--- config.mk ---
export PLATFORM = sky130hd
export DESIGN_NAME = sha256_single_block_hash_core
export DESIGN_NICKNAME = d
export VERILOG_FILES = /design/src/sha256_pkg.sv /design/src/sha256_front.sv /design/src/sha256_word_fifo.sv /design/src/sha256_back.sv /design/src/sha256_single_block_hash_core.sv
export VERILOG_INCLUDE_DIRS = /design/src /design/src/src
export SDC_FILE = /design/constraint.sdc
export NUM_CORES = 2
export LEC_CHECK = 0
export BUFFER_PORTS_ARGS = -buffer_cell sky130_fd_sc_hd__buf_2
export CORE_ASPECT_RATIO = 0.9
export CORE_MARGIN = 2
export CORE_UTILIZATION = 50
export DETAILED_ROUTE_END_ITERATION = 6
export GPL_TIMING_DRIVEN = 0
export PLACE_DENSITY_LB_ADDON = 0.08
export SETUP_SLACK_MARGIN = 0.4
export SYNTH_ARGS = -nofsm -noshare
export SYNTH_HDL_FRONTEND = slang
export SYNTH_SLANG_ARGS = --single-unit
export TNS_END_PERCENT = 30
--- constraint.sdc ---
create_clock -name clock -period 19.1 [get_ports clock]
set_input_delay 1.91 -clock clock [delete_from_list [all_inputs] [get_ports clock]]
set_output_delay 1.91 -clock clock [all_outputs]
set_load 0.005 [all_outputs]
--- src/sha256_single_block_hash_core_defines.svh ---
// ----------------------------------------------------------------------------
// SHA-256 single block hash core: assertion macros
// Shared concurrent check helpers, clocked on clock and disabled in reset.
// ----------------------------------------------------------------------------
`ifndef SHA256_SINGLE_BLOCK_HASH_CORE_DEFINES_SVH
`define SHA256_SINGLE_BLOCK_HASH_CORE_DEFINES_SVH

// Check that the consequent holds in the same cycle as the antecedent.
`define SHA_ASSERT_IMPLIES(label, ante, cons) \
   label: assert property (@(posedge clock) disable iff (reset) (ante) |-> (cons)) \
      else $error("same-cycle check failed");

// Check that the consequent holds in the cycle after the antecedent.
`define SHA_ASSERT_NEXT(label, ante, cons) \
   label: assert property (@(posedge clock) disable iff (reset) (ante) |=> (cons)) \
      else $error("next-cycle check failed");

`endif

--- src/sha256_pkg.sv ---
// ----------------------------------------------------------------------------
// SHA-256 package
// Schedule queue entry type, message limits and the SHA-256 round functions.
// ----------------------------------------------------------------------------
`default_nettype none

package sha256_pkg;

   // Longest message that fits one padded block, and the padding marker
   localparam logic [5:0] MAX_MSG_BYTES = 6'd55;
   localparam logic [7:0] PAD_BYTE      = 8'h80;

   // One big-endian message word on its way to the compression engine
   typedef struct packed {
      logic        overflow;
      logic [31:0] word;
   } sched_word_type;

   function automatic logic [31:0] rotr(input logic [31:0] x, input int unsigned n);
      rotr = (x >> n) | (x << (32 - n));
   endfunction

   function automatic logic [31:0] big_sigma0(input logic [31:0] x);
      big_sigma0 = rotr(x, 2) ^ rotr(x, 13) ^ rotr(x, 22);
   endfunction

   function automatic logic [31:0] big_sigma1(input logic [31:0] x);
      big_sigma1 = rotr(x, 6) ^ rotr(x, 11) ^ rotr(x, 25);
   endfunction

   function automatic logic [31:0] small_sigma0(input logic [31:0] x);
      small_sigma0 = rotr(x, 7) ^ rotr(x, 18) ^ (x >> 3);
   endfunction

   function automatic logic [31:0] small_sigma1(input logic [31:0] x);
      small_sigma1 = rotr(x, 17) ^ rotr(x, 19) ^ (x >> 10);
   endfunction

   function automatic logic [31:0] init_hash(input logic [2:0] idx);
      case (idx)
         3'd0:    init_hash = 32'h6a09e667;
         3'd1:    init_hash = 32'hbb67ae85;
         3'd2:    init_hash = 32'h3c6ef372;
         3'd3:    init_hash = 32'ha54ff53a;
         3'd4:    init_hash = 32'h510e527f;
         3'd5:    init_hash = 32'h9b05688c;
         3'd6:    init_hash = 32'h1f83d9ab;
         default: init_hash = 32'h5be0cd19;
      endcase
   endfunction

   function automatic logic [31:0] round_k(input logic [5:0] idx);
      case (idx)
         6'd0:    round_k = 32'h428a2f98;
         6'd1:    round_k = 32'h71374491;
         6'd2:    round_k = 32'hb5c0fbcf;
         6'd3:    round_k = 32'he9b5dba5;
         6'd4:    round_k = 32'h3956c25b;
         6'd5:    round_k = 32'h59f111f1;
         6'd6:    round_k = 32'h923f82a4;
         6'd7:    round_k = 32'hab1c5ed5;
         6'd8:    round_k = 32'hd807aa98;
         6'd9:    round_k = 32'h12835b01;
         6'd10:   round_k = 32'h243185be;
         6'd11:   round_k = 32'h550c7dc3;
         6'd12:   round_k = 32'h72be5d74;
         6'd13:   round_k = 32'h80deb1fe;
         6'd14:   round_k = 32'h9bdc06a7;
         6'd15:   round_k = 32'hc19bf174;
         6'd16:   round_k = 32'he49b69c1;
         6'd17:   round_k = 32'hefbe4786;
         6'd18:   round_k = 32'h0fc19dc6;
         6'd19:   round_k = 32'h240ca1cc;
         6'd20:   round_k = 32'h2de92c6f;
         6'd21:   round_k = 32'h4a7484aa;
         6'd22:   round_k = 32'h5cb0a9dc;
         6'd23:   round_k = 32'h76f988da;
         6'd24:   round_k = 32'h983e5152;
         6'd25:   round_k = 32'ha831c66d;
         6'd26:   round_k = 32'hb00327c8;
         6'd27:   round_k = 32'hbf597fc7;
         6'd28:   round_k = 32'hc6e00bf3;
         6'd29:   round_k = 32'hd5a79147;
         6'd30:   round_k = 32'h06ca6351;
         6'd31:   round_k = 32'h14292967;
         6'd32:   round_k = 32'h27b70a85;
         6'd33:   round_k = 32'h2e1b2138;
         6'd34:   round_k = 32'h4d2c6dfc;
         6'd35:   round_k = 32'h53380d13;
         6'd36:   round_k = 32'h650a7354;
         6'd37:   round_k = 32'h766a0abb;
         6'd38:   round_k = 32'h81c2c92e;
         6'd39:   round_k = 32'h92722c85;
         6'd40:   round_k = 32'ha2bfe8a1;
         6'd41:   round_k = 32'ha81a664b;
         6'd42:   round_k = 32'hc24b8b70;
         6'd43:   round_k = 32'hc76c51a3;
         6'd44:   round_k = 32'hd192e819;
         6'd45:   round_k = 32'hd6990624;
         6'd46:   round_k = 32'hf40e3585;
         6'd47:   round_k = 32'h106aa070;
         6'd48:   round_k = 32'h19a4c116;
         6'd49:   round_k = 32'h1e376c08;
         6'd50:   round_k = 32'h2748774c;
         6'd51:   round_k = 32'h34b0bcb5;
         6'd52:   round_k = 32'h391c0cb3;
         6'd53:   round_k = 32'h4ed8aa4a;
         6'd54:   round_k = 32'h5b9cca4f;
         6'd55:   round_k = 32'h682e6ff3;
         6'd56:   round_k = 32'h748f82ee;
         6'd57:   round_k = 32'h78a5636f;
         6'd58:   round_k = 32'h84c87814;
         6'd59:   round_k = 32'h8cc70208;
         6'd60:   round_k = 32'h90befffa;
         6'd61:   round_k = 32'ha4506ceb;
         6'd62:   round_k = 32'hbef9a3f7;
         default: round_k = 32'hc67178f2;
      endcase
   endfunction

endpackage

`default_nettype wire

--- src/sha256_front.sv ---
// ----------------------------------------------------------------------------
// SHA-256 message front end
// Packs message bytes into big-endian words, drops bytes past the block
// limit, and appends the 0x80 marker, zero fill and bit length per message.
// ----------------------------------------------------------------------------
`default_nettype none
`include "sha256_single_block_hash_core_defines.svh"

module sha256_front
   import sha256_pkg::*;
(
   input  wire logic           clock,
   input  wire logic           reset,
   input  wire logic           req_tvalid,
   output      logic           req_tready,
   input  wire logic [7:0]     req_tdata,   // [7:0] msg_byte
   input  wire logic           req_tuser,   // [0] has_byte
   input  wire logic           req_tlast,   // last_byte
   input  wire logic           fifo_full,
   output      logic           push,
   output      sched_word_type push_entry
);

   localparam logic ST_ACCEPT = 1'b0;
   localparam logic ST_PAD    = 1'b1;

   logic        state_ff, state_in;
   logic [5:0]  count_ff, count_in;
   logic        ovf_ff, ovf_in;
   logic [23:0] acc_ff, acc_in;
   logic [3:0]  pad_idx_ff, pad_idx_in;

   logic        accept;
   logic        store;
   logic [5:0]  count_next;
   logic [31:0] pad_word;

   assign req_tready = (state_ff == ST_ACCEPT) && !fifo_full;
   assign accept     = req_tvalid && req_tready;
   assign store      = accept && req_tuser && (count_ff < MAX_MSG_BYTES);
   assign count_next = store ? count_ff + 6'd1 : count_ff;

   // Build the padding word at the current pad position
   always_comb begin
      pad_word = 32'd0;
      if (pad_idx_ff == count_ff[5:2]) begin
         case (count_ff[1:0])
            2'd0:    pad_word = {PAD_BYTE, 24'd0};
            2'd1:    pad_word = {acc_ff[7:0], PAD_BYTE, 16'd0};
            2'd2:    pad_word = {acc_ff[15:0], PAD_BYTE, 8'd0};
            default: pad_word = {acc_ff[23:0], PAD_BYTE};
         endcase
      end else if (pad_idx_ff == 4'd15) begin
         pad_word = {23'd0, count_ff, 3'd0};
      end
   end

   // Drive the queue: full message words while accepting, pad words after
   always_comb begin
      if (state_ff == ST_ACCEPT) begin
         push            = store && (count_ff[1:0] == 2'd3);
         push_entry.word = {acc_ff, req_tdata};
      end else begin
         push            = !fifo_full;
         push_entry.word = pad_word;
      end
      push_entry.overflow = ovf_ff;
   end

   // Advance the state, byte count, overflow flag, partial word and pad pointer
   always_comb begin
      state_in   = state_ff;
      count_in   = count_ff;
      ovf_in     = ovf_ff;
      acc_in     = acc_ff;
      pad_idx_in = pad_idx_ff;
      case (state_ff)
         ST_ACCEPT: begin
            if (store) begin
               acc_in = {acc_ff[15:0], req_tdata};
            end
            if (accept && req_tuser && !store) begin
               ovf_in = 1'b1;
            end
            count_in = count_next;
            if (accept && req_tlast) begin
               state_in   = ST_PAD;
               pad_idx_in = count_next[5:2];
            end
         end
         ST_PAD: begin
            if (push) begin
               pad_idx_in = pad_idx_ff + 4'd1;
               if (pad_idx_ff == 4'd15) begin
                  state_in = ST_ACCEPT;
                  count_in = 6'd0;
                  ovf_in   = 1'b0;
               end
            end
         end
         default: state_in = ST_ACCEPT;
      endcase
   end

   always_ff @(posedge clock) begin
      if (reset) begin
         state_ff   <= ST_ACCEPT;
         count_ff   <= 6'd0;
         ovf_ff     <= 1'b0;
         pad_idx_ff <= 4'd0;
      end else begin
         state_ff   <= state_in;
         count_ff   <= count_in;
         ovf_ff     <= ovf_in;
         pad_idx_ff <= pad_idx_in;
      end
   end

   // Hold the partial word bytes
   always_ff @(posedge clock) begin
      acc_ff <= acc_in;
   end

   `SHA_ASSERT_IMPLIES(a_push_not_full, push, !fifo_full)
   `SHA_ASSERT_NEXT(a_last_starts_pad, req_tvalid && req_tready && req_tlast, state_ff == ST_PAD)

endmodule

`default_nettype wire

--- src/sha256_word_fifo.sv ---
// ----------------------------------------------------------------------------
// SHA-256 schedule word queue
// Small register FIFO between the front end and the compression engine.
// ----------------------------------------------------------------------------
`default_nettype none
`include "sha256_single_block_hash_core_defines.svh"

module sha256_word_fifo
   import sha256_pkg::*;
#(
   parameter int DEPTH = 4   // at least 2
)
(
   input  wire logic           clock,
   input  wire logic           reset,
   input  wire logic           push,
   input  wire sched_word_type push_entry,
   input  wire logic           pop,
   output      sched_word_type pop_entry,
   output      logic           full,
   output      logic           empty
);

   localparam int PTR_W = $clog2(DEPTH);
   localparam int CNT_W = $clog2(DEPTH + 1);

   sched_word_type          entries_ff [DEPTH];
   logic [PTR_W-1:0]        wr_ptr_ff, wr_ptr_in;
   logic [PTR_W-1:0]        rd_ptr_ff, rd_ptr_in;
   logic [CNT_W-1:0]        count_ff, count_in;

   assign full      = (count_ff == CNT_W'(DEPTH));
   assign empty     = (count_ff == '0);
   assign pop_entry = entries_ff[rd_ptr_ff];

   // Advance pointers with wrap and track the fill level
   always_comb begin
      wr_ptr_in = wr_ptr_ff;
      rd_ptr_in = rd_ptr_ff;
      count_in  = count_ff;
      if (push) begin
         wr_ptr_in = (wr_ptr_ff == PTR_W'(DEPTH - 1)) ? '0 : wr_ptr_ff + PTR_W'(1);
      end
      if (pop) begin
         rd_ptr_in = (rd_ptr_ff == PTR_W'(DEPTH - 1)) ? '0 : rd_ptr_ff + PTR_W'(1);
      end
      if (push && !pop) begin
         count_in = count_ff + CNT_W'(1);
      end else if (pop && !push) begin
         count_in = count_ff - CNT_W'(1);
      end
   end

   always_ff @(posedge clock) begin
      if (reset) begin
         wr_ptr_ff <= '0;
         rd_ptr_ff <= '0;
         count_ff  <= '0;
      end else begin
         wr_ptr_ff <= wr_ptr_in;
         rd_ptr_ff <= rd_ptr_in;
         count_ff  <= count_in;
      end
   end

   // Store the pushed beat
   always_ff @(posedge clock) begin
      if (push) begin
         entries_ff[wr_ptr_ff] <= push_entry;
      end
   end

   `SHA_ASSERT_IMPLIES(a_no_pop_when_empty, pop, count_ff != '0)

endmodule

`default_nettype wire

--- src/sha256_back.sv ---
// ----------------------------------------------------------------------------
// SHA-256 compression engine
// Loads sixteen block words, runs 64 rounds with a rolling schedule, then
// emits the eight digest words through a registered output stage.
// ----------------------------------------------------------------------------
`default_nettype none
`include "sha256_single_block_hash_core_defines.svh"

module sha256_back
   import sha256_pkg::*;
(
   input  wire logic           clock,
   input  wire logic           reset,
   input  wire logic           fifo_empty,
   input  wire sched_word_type fifo_entry,
   output      logic           pop,
   output      logic           rsp_tvalid,
   input  wire logic           rsp_tready,
   output      logic [31:0]    rsp_tdata,   // [31:0] digest_word
   output      logic [3:0]     rsp_tuser,   // [2:0] word_index, [3] too_long
   output      logic           rsp_tlast    // last_word
);

   localparam logic [1:0] ST_LOAD  = 2'd0;
   localparam logic [1:0] ST_ROUND = 2'd1;
   localparam logic [1:0] ST_OUT   = 2'd2;

   logic [1:0]  state_ff, state_in;
   logic [3:0]  load_cnt_ff, load_cnt_in;
   logic [5:0]  round_ff, round_in;
   logic [2:0]  out_idx_ff, out_idx_in;
   logic        ovf_ff, ovf_in;
   logic [31:0] sched_ff [16];
   logic [31:0] sched_in [16];
   logic [31:0] vars_ff [8];
   logic [31:0] vars_in [8];

   logic        rsp_valid_ff, rsp_valid_in;
   logic [31:0] rsp_data_ff, rsp_data_in;
   logic [3:0]  rsp_user_ff, rsp_user_in;
   logic        rsp_last_ff, rsp_last_in;

   logic [31:0] t1, t2, new_w;
   logic        load_out;

   assign pop      = (state_ff == ST_LOAD) && !fifo_empty;
   assign load_out = (state_ff == ST_OUT) && (!rsp_valid_ff || rsp_tready);

   // One SHA-256 round and the next schedule word
   always_comb begin
      t1 = round_k(round_ff) + big_sigma1(vars_ff[4])
         + ((vars_ff[4] & vars_ff[5]) ^ (~vars_ff[4] & vars_ff[6]))
         + vars_ff[7] + sched_ff[0];
      t2 = big_sigma0(vars_ff[0])
         + ((vars_ff[0] & vars_ff[1]) ^ (vars_ff[0] & vars_ff[2])
            ^ (vars_ff[1] & vars_ff[2]));
      new_w = small_sigma1(sched_ff[14]) + sched_ff[9]
            + small_sigma0(sched_ff[1]) + sched_ff[0];
   end

   // Sequence load, rounds and digest output
   always_comb begin
      state_in    = state_ff;
      load_cnt_in = load_cnt_ff;
      round_in    = round_ff;
      out_idx_in  = out_idx_ff;
      ovf_in      = ovf_ff;
      sched_in    = sched_ff;
      vars_in     = vars_ff;
      case (state_ff)
         ST_LOAD: begin
            if (pop) begin
               for (int i = 0; i < 15; i++) begin
                  sched_in[i] = sched_ff[i + 1];
               end
               sched_in[15] = fifo_entry.word;
               load_cnt_in  = load_cnt_ff + 4'd1;
               if (load_cnt_ff == 4'd15) begin
                  state_in = ST_ROUND;
                  round_in = 6'd0;
                  ovf_in   = fifo_entry.overflow;
                  for (int i = 0; i < 8; i++) begin
                     vars_in[i] = init_hash(3'(i));
                  end
               end
            end
         end
         ST_ROUND: begin
            for (int i = 0; i < 15; i++) begin
               sched_in[i] = sched_ff[i + 1];
            end
            sched_in[15] = new_w;
            vars_in[7]   = vars_ff[6];
            vars_in[6]   = vars_ff[5];
            vars_in[5]   = vars_ff[4];
            vars_in[4]   = vars_ff[3] + t1;
            vars_in[3]   = vars_ff[2];
            vars_in[2]   = vars_ff[1];
            vars_in[1]   = vars_ff[0];
            vars_in[0]   = t1 + t2;
            round_in     = round_ff + 6'd1;
            if (round_ff == 6'd63) begin
               state_in   = ST_OUT;
               out_idx_in = 3'd0;
            end
         end
         ST_OUT: begin
            if (load_out) begin
               out_idx_in = out_idx_ff + 3'd1;
               if (out_idx_ff == 3'd7) begin
                  state_in = ST_LOAD;
               end
            end
         end
         default: state_in = ST_LOAD;
      endcase
   end

   // Fill the output register or drop a taken beat
   always_comb begin
      rsp_valid_in = rsp_valid_ff;
      rsp_data_in  = rsp_data_ff;
      rsp_user_in  = rsp_user_ff;
      rsp_last_in  = rsp_last_ff;
      if (load_out) begin
         rsp_valid_in = 1'b1;
         rsp_data_in  = vars_ff[out_idx_ff] + init_hash(out_idx_ff);
         rsp_user_in  = {ovf_ff, out_idx_ff};
         rsp_last_in  = (out_idx_ff == 3'd7);
      end else if (rsp_tready) begin
         rsp_valid_in = 1'b0;
      end
   end

   always_ff @(posedge clock) begin
      if (reset) begin
         state_ff     <= ST_LOAD;
         load_cnt_ff  <= 4'd0;
         round_ff     <= 6'd0;
         out_idx_ff   <= 3'd0;
         rsp_valid_ff <= 1'b0;
      end else begin
         state_ff     <= state_in;
         load_cnt_ff  <= load_cnt_in;
         round_ff     <= round_in;
         out_idx_ff   <= out_idx_in;
         rsp_valid_ff <= rsp_valid_in;
      end
   end

   // Hold datapath contents
   always_ff @(posedge clock) begin
      ovf_ff      <= ovf_in;
      sched_ff    <= sched_in;
      vars_ff     <= vars_in;
      rsp_data_ff <= rsp_data_in;
      rsp_user_ff <= rsp_user_in;
      rsp_last_ff <= rsp_last_in;
   end

   assign rsp_tvalid = rsp_valid_ff;
   assign rsp_tdata  = rsp_data_ff;
   assign rsp_tuser  = rsp_user_ff;
   assign rsp_tlast  = rsp_last_ff;

   `SHA_ASSERT_NEXT(a_rounds_end_in_out, (state_ff == ST_ROUND) && (round_ff == 6'd63), state_ff == ST_OUT)
   `SHA_ASSERT_NEXT(a_block_starts_rounds, pop && (load_cnt_ff == 4'd15), (state_ff == ST_ROUND) && (round_ff == 6'd0))
   `SHA_ASSERT_IMPLIES(a_no_pop_outside_load, (state_ff == ST_ROUND) || (state_ff == ST_OUT), !pop)

endmodule

`default_nettype wire

--- src/sha256_single_block_hash_core.sv ---
// ----------------------------------------------------------------------------
// SHA-256 single block hash core
// Hashes a message of up to 55 bytes fed one byte per beat and returns the
// eight digest words, most significant first.
//
// Input channel req_*: one beat per message byte; req_tuser marks a valid
// byte, req_tlast ends the message (an empty-byte beat with tlast ends it
// without a byte; an empty-byte beat without tlast does nothing). Bytes past
// the 55th are dropped and flagged as too_long on every digest word.
// Bytes are taken one per cycle while the word queue has room. After tlast
// the front end appends the 0x80 marker, zero fill and bit length as
// padding words, and stalls input meanwhile.
// The compression engine loads the block from the queue, runs the 64 rounds
// (one round per cycle) and then emits the digest words; it takes no word
// of the next message from the queue until the last digest word of the
// current one has gone into the output register.
// Output channel rsp_*: eight beats per message, tlast on the eighth. An
// output register holds a stalled word; the engine stops until it is taken,
// while the front end keeps accepting the next message into the queue.
// Reset clears all control state; no results are pending after reset.
// ----------------------------------------------------------------------------
`default_nettype none

module sha256_single_block_hash_core
   import sha256_pkg::*;
#(
   parameter int FIFO_DEPTH = 4
)
(
   input  wire logic        clock,
   input  wire logic        reset,
   input  wire logic        req_tvalid,
   output      logic        req_tready,
   input  wire logic [7:0]  req_tdata,   // [7:0] msg_byte
   input  wire logic        req_tuser,   // [0] has_byte
   input  wire logic        req_tlast,   // last_byte
   output      logic        rsp_tvalid,
   input  wire logic        rsp_tready,
   output      logic [31:0] rsp_tdata,   // [31:0] digest_word
   output      logic [3:0]  rsp_tuser,   // [2:0] word_index, [3] too_long
   output      logic        rsp_tlast    // last_word
);

   logic           fifo_full;
   logic           fifo_empty;
   logic           push;
   logic           pop;
   sched_word_type push_entry;
   sched_word_type pop_entry;

   sha256_front u_front (
      .clock      (clock),
      .reset      (reset),
      .req_tvalid (req_tvalid),
      .req_tready (req_tready),
      .req_tdata  (req_tdata),
      .req_tuser  (req_tuser),
      .req_tlast  (req_tlast),
      .fifo_full  (fifo_full),
      .push       (push),
      .push_entry (push_entry)
   );

   sha256_word_fifo #(
      .DEPTH (FIFO_DEPTH)
   ) u_fifo (
      .clock      (clock),
      .reset      (reset),
      .push       (push),
      .push_entry (push_entry),
      .pop        (pop),
      .pop_entry  (pop_entry),
      .full       (fifo_full),
      .empty      (fifo_empty)
   );

   sha256_back u_back (
      .clock      (clock),
      .reset      (reset),
      .fifo_empty (fifo_empty),
      .fifo_entry (pop_entry),
      .pop        (pop),
      .rsp_tvalid (rsp_tvalid),
      .rsp_tready (rsp_tready),
      .rsp_tdata  (rsp_tdata),
      .rsp_tuser  (rsp_tuser),
      .rsp_tlast  (rsp_tlast)
   );

endmodule

`default_nettype wire

# --- Yosys cells after proc, flatten, opt, wreduce, memory -nomap -nowiden ---
# Memory sizes are Yosys's and may differ from the RTL's. A register that Yosys moved wholly into a read port is not among the register bits.
# Index checks and enable logic that the tools add are counted.
totals:
  ff_bits: 865
  ramBits: 132
  rom_bits: 2048
  output_inout_bits: 39
  wordCells: 215
  mem_count: 2
mem_list:
  columns: ["memory", "words", "word_bits", "rd", "rd_clocked_by_memory_dff", "write_ports", "line", "text"]
  rows:
  - ["(no name shown)", 64, 32, 1, 1, 0, "sha256_pkg.sv:53", "case (idx)"]
  - ["u_fifo.entries_ff", 4, 33, 1, 1, 1, "sha256_word_fifo.sv:27", "sched_word_type entries_ff [DEPTH];"]
op_classes:
  add_sub_neg: 20
  n_lt_le_gt_ge: 2
  eq_ne: 29
  n_mux: 54
  bitwise_logic: 29
  n_reduce_logical: 37
ops:
  columns: ["cell", "count"]
  rows:
  - ["$pmux W512 S2", 1]
  - ["$mux W256", 2]
  - ["$mux W512", 1]
  - ["$pmux W256 S2", 1]
  - ["$add A32 B32 Y32", 11]
  - ["$xor A32 B32 Y32", 9]
  - ["$pmux W32 S7", 1]
  - ["$and A32 B32 Y32", 5]
  - ["$mux W32", 5]
  - ["$bmux W32 S3", 1]
  - ["$pmux W32 S3", 1]
  - ["$mux W6", 7]
  - ["$not A32 Y32", 1]
  - ["$or A10 B32 Y32", 1]
  - ["$or A13 B32 Y32", 1]
  - ["$or A14 B32 Y32", 1]
  - ["$or A15 B32 Y32", 1]
  - ["$or A19 B32 Y32", 1]
  - ["$or A21 B32 Y32", 1]
  - ["$or A25 B32 Y32", 1]
  - ["$or A26 B32 Y32", 1]
  - ["$or A30 B32 Y32", 1]
  - ["$or A7 B32 Y32", 1]
  - ["$xor A32 B22 Y32", 1]
  - ["39 further kinds", 114]

# --- Depth between registers and ports, before layout ---
logic_depth:
  word_depth: 12
  depth_mapped: 31
  ltp_nobuf: 30

# --- Modules after synthesis ---
# Synthesis repeated with hierarchy kept, for this count alone.
unflattened:
  cells_unflattened: 4394
  hier_area_um2: 55366.9
modules_own_cells:
  columns: ["mod", "n_inst", "cells_per_inst", "area_per_inst_um2", "seq_area_each_um2"]
  rows:
  - ["sha256_back", 1, 3965, 48069.9, 25164.1]
  - ["sha256_word_fifo", 1, 217, 5248.8, 4144.0]
  - ["sha256_front", 1, 212, 2048.2, 960.9]

# --- Worst setup path before layout ---
# Ideal clock, no wire load.
synth_path:
  path_kind: "register -> register"
  start: "register u_fifo.count_ff[0]"
  end: "register u_back.sched_ff[0] (netlist bit) (enable)"
  setup_ns: 3.644
  t_arrival_ns: 9.830
  path_slack_ns: 5.626
  stages_incl_launch_ff: 3
  path_buffers: 0
  path_cell_list: "dfxtp_1 -> o31ai_1 -> nand2_1"
synth_via:
  elab_chain_len: 5
synth_lines:
  columns: ["item", "line", "text"]
  rows:
  - ["start: declaration", "sha256_word_fifo.sv:30", "logic [CNT_W-1:0] count_ff, count_in;"]
  - ["start signal: assignment", "sha256_word_fifo.sv:62", "count_ff <= count_in;"]
  - ["$logic_not A3 Y1", "sha256_word_fifo.sv:33", "assign empty = (count_ff == '0);"]
  - ["$logic_not A1 Y1", "sha256_back.sv:46", "assign pop = (state_ff == ST_LOAD) && !fifo_empty;"]
  - ["$logic_and A1 B1 Y1", "sha256_back.sv:46", null]
  - ["$ne A2 B2 Y1 (no source line)", null, null]
  - ["$reduce_and A2 Y1 (no source line)", null, null]
  - ["end signal: assignment", "sha256_back.sv:154", "sched_ff <= sched_in;"]
  - ["end: declaration", "sha256_back.sv:33", "logic [31:0] sched_ff [16];"]
# No other way between the ends.
# A chain may end at the register's enable or synchronous reset.

# --- Worst setup path after layout ---
layout_path:
  start: "register u_back.vars_ff[103] (netlist bit)"
  end: "register u_back.vars_ff[255] (netlist bit) (data pin)"
layout_via:
  elab_chain_len: 9
  word_cells_on_any_way: 15
layout_lines:
  columns: ["item", "line", "text"]
  rows:
  - ["start: declaration", "sha256_back.sv:35", "logic [31:0] vars_ff [8];"]
  - ["start signal: assignment", "sha256_back.sv:155", "vars_ff <= vars_in;"]
  - ["$or A26 B32 Y32 / $or A21 B32 Y32 (equally long branches)", "sha256_pkg.sv:20", "rotr = (x >> n) | (x << (32 - n));"]
  - ["$xor A32 B32 Y32 (2 in series)", "sha256_pkg.sv:28", "big_sigma1 = rotr(x, 6) ^ rotr(x, 11) ^ rotr(x, 25);"]
  - ["$add A32 B32 Y32", "sha256_back.sv:51", "t1 = round_k(round_ff) + big_sigma1(vars_ff[4])"]
  - ["$add A32 B32 Y32 *", "sha256_back.sv:52", "+ ((vars_ff[4] & vars_ff[5]) ^ (~vars_ff[4] & vars_ff[6]))"]
  - ["$add A32 B32 Y32 * (2 in series)", "sha256_back.sv:53", "+ vars_ff[7] + sched_ff[0];"]
  - ["$add A32 B32 Y32 *", "sha256_back.sv:100", "vars_in[0] = t1 + t2;"]
  - ["$pmux W256 S2 *", "sha256_back.sv:70", "case (state_ff)"]
# Every way passes the cells marked *; elsewhere a longest branch is shown, timed or not.

==> flow_summary.ini <==
[timing]
worst_slack_ps = 10380
worst_pin_slew_ps = 1470
fmax_mhz = 115
finalCritPeriodShare = 0.457
rsz0062_at_grt = no
min_period_ps = 8720
setup_viol = 0
drv_slew = 0
hold_viol_final = 0
skew_ps = 59.1
relSlewSlack = 0.0198

[cells_and_area]
n_antenna_cell = 0
final_layout_size_suffix_gt1_frac = 0.0937
final_nets = 4763
syn2layout_area_growth_pct = 11.3
fillers = 8970
fin_util = 0.562

[synth]
synth_flop_cell = edfxtp_1
ys_ff_latch = 1031
syn_avg_cell_area_sq_um = 13.0
synth.yosys.warnings = 0
yosys.area.top_type = edfxtp_1
synth_most_common_cell = edfxtp_1
synth_edf_count = 962
netlist_top_cells_area = edfxtp_1 53%, fa_1 7.0%, xnor2_1 4.9%
ys_async_sr_fraction = 0
synth_area_sq_um = 54400
synth_cells = 4193
syn_nets = 4588
yosysSeqAreaShare = 0.557
synthDistinctLibCells = 86
yosysTopAreaCellShare = 0.531
synth_common_cells = 962 x edfxtp_1, 344 x nand2_1, 306 x xnor2_1

[drt]
first_pass_iters = 6
ant_nets = 0
remaining_drc_errors = 0
detail_route.wl_per_cell_um = 28.8
drt_iter0_drc = 4388
vias = 35400
viasPerCell = 6.00
routed_wl_um = 170000

[floorplan]
die_x_um = 352
io_pins = 53
dieArea_sq_um = 111000
rows = 114
core_area_sq_um = 108000
initial_core_util = 0.505
die_h_um = 317

[global_route]
grt.overflow.total = 0
grt_max_degree = 123
grt_pass1_wl_um = 242000
antenna_found_initial = 7
grt_pass1_vias = 33600
grt_usage = 0.307

[hold_path]
hold_class = flip-flop to flip-flop

[cts]
cts.clk_slew.worst_paths_ps = 60
post_cts_resized = 0
clk_latency_ps = 740
htreeDepth = 3
clockBufferDepth = 3
cts_hold_buf = 0
cts_made_buffers = 106
postCtsSetupBuffers = 0
root_buffer = clkbuf_16
cts_sinks = 1031
cts_tree = built

[run_status]
status = completed

[place]
dp_hpwl_um = 127000
io_buffers = 52
gp_congestion = 0.963
pre_cts_ws_ps = 10460

[flow_run]
drv.max_cap_violation_count = 0

[worst_setup_path]
worst_path_most_repeated_cell = fa_1
slowest_delay_ps = 540
cp.required_ps = 19590
cp_max_fo = 6
cp.arrival_ps = 9210
crit_path_end_kind = flip-flop
slowest_stage = fa_1
critPathLaunchType = flip-flop
path_class = flip-flop to flip-flop
state kept, by name (all words and copies together) (netlist names), 6 cells and up, named ones only:
| register | flops |
|---|---|
| u_back.round_ff | 6 |
| u_back.rsp_tdata | 32 |
| u_fifo.entries_ff | 132 |
| u_back.vars_ff | 256 |
| u_back.sched_ff | 512 |
| u_front.acc_ff | 24 |
| u_front.count_ff | 6 |
per-layer routing:
| layer | global-route usage | wire, um |
|---|---|---|
| met1 | 0.473 | 77500 |
| met2 | 0.438 | 71300 |
| met3 | 0.0510 | 14000 |
| met4 | 0.111 | 7120 |
| met5 | 0 | 0 |
critical path, delay by kind of cell, from the launching register on:
| family | cells | cell delay [ps] |
|---|---|---|
| XOR/XNOR | 4 | 1040 |
| AO/OA/AOI/OAI | 10 | 2480 |
| adder cells (fa/ha/maj) | 7 | 3030 |
| AND/OR/NAND/NOR | 6 | 960 |
| flip-flops | 1 | 340 |
| buffers and inverters | 3 | 630 |
logic make-up after synthesis:
family,count (synthesis),synth area share
flip-flops,1031,0.557
AO/OA/AOI/OAI,797,0.0943
buffers and inverters,432,0.0306
AND/OR/NAND/NOR,991,0.0869
adder cells (fa/ha/maj),402,0.118
multiplexers,148,0.0503
XOR/XNOR,392,0.0636
layout by cell type (no fill, tap or decap), drive strengths merged, types with 31 or more instances in the layout:
master  Yosys  layout
nor2      199     199
clkbuf    169     297
o21ai     194     194
ha        192     192
nor3       59      59
nand2     344     344
a31oi      31      31
dfxtp      69      69
a21oi     218     218
fa        189     189
a21o       79      79
nand3      58      58
xnor2     306     306
mux4       97      97
inv       208     216
and2      103     103
nand2b    136     136
a211oi     34      34
o211ai     32      32
xor2       84      84
edfxtp    962     962
buf        55     122
mux2       33      33
clkinv      0      41
through the flow:
stage	setup TNS (ps)	hold WS (ps)	instances	area [sq um]
2_1_floorplan	0	400	4193	54400
3_3_place_gp	-826770	400	5695	56500
3_5_place_dp	0	405	5710	56900
4_1_cts	0	401	5902	60500
5_1_grt	0	415	5902	60500
6_report	0	410	5902	60500
final cells by class:
cell class	count	area, sq um	share of cell area
clock buffer	128	2810	0.0464
timing repair buffer	67	638	0.0105
buffer	224	887	0.0147
multi-input combinational	2730	22500	0.372
sequential	1031	30300	0.500
tap	1450	1810	0.0300
inverter	208	788	0.0130
clock inverter	64	818	0.0135
path summary, 6_finish.rpt:
path	start	endpoint	slack [ps]	cells past startpoint
worst max register to register	u_back.vars_ff[103]	u_back.vars_ff[255]	10380	30
worst max-delay path	u_back.vars_ff[103]	u_back.vars_ff[255]	10380	30
worst min register to register	u_back.sched_ff[76]	u_back.sched_ff[108]	410	0
worst min-delay path	u_back.sched_ff[76]	u_back.sched_ff[108]	410	0
Power is not shown: default switching activity piles up to over one toggle a cycle in this logic, so the estimate is an artifact.
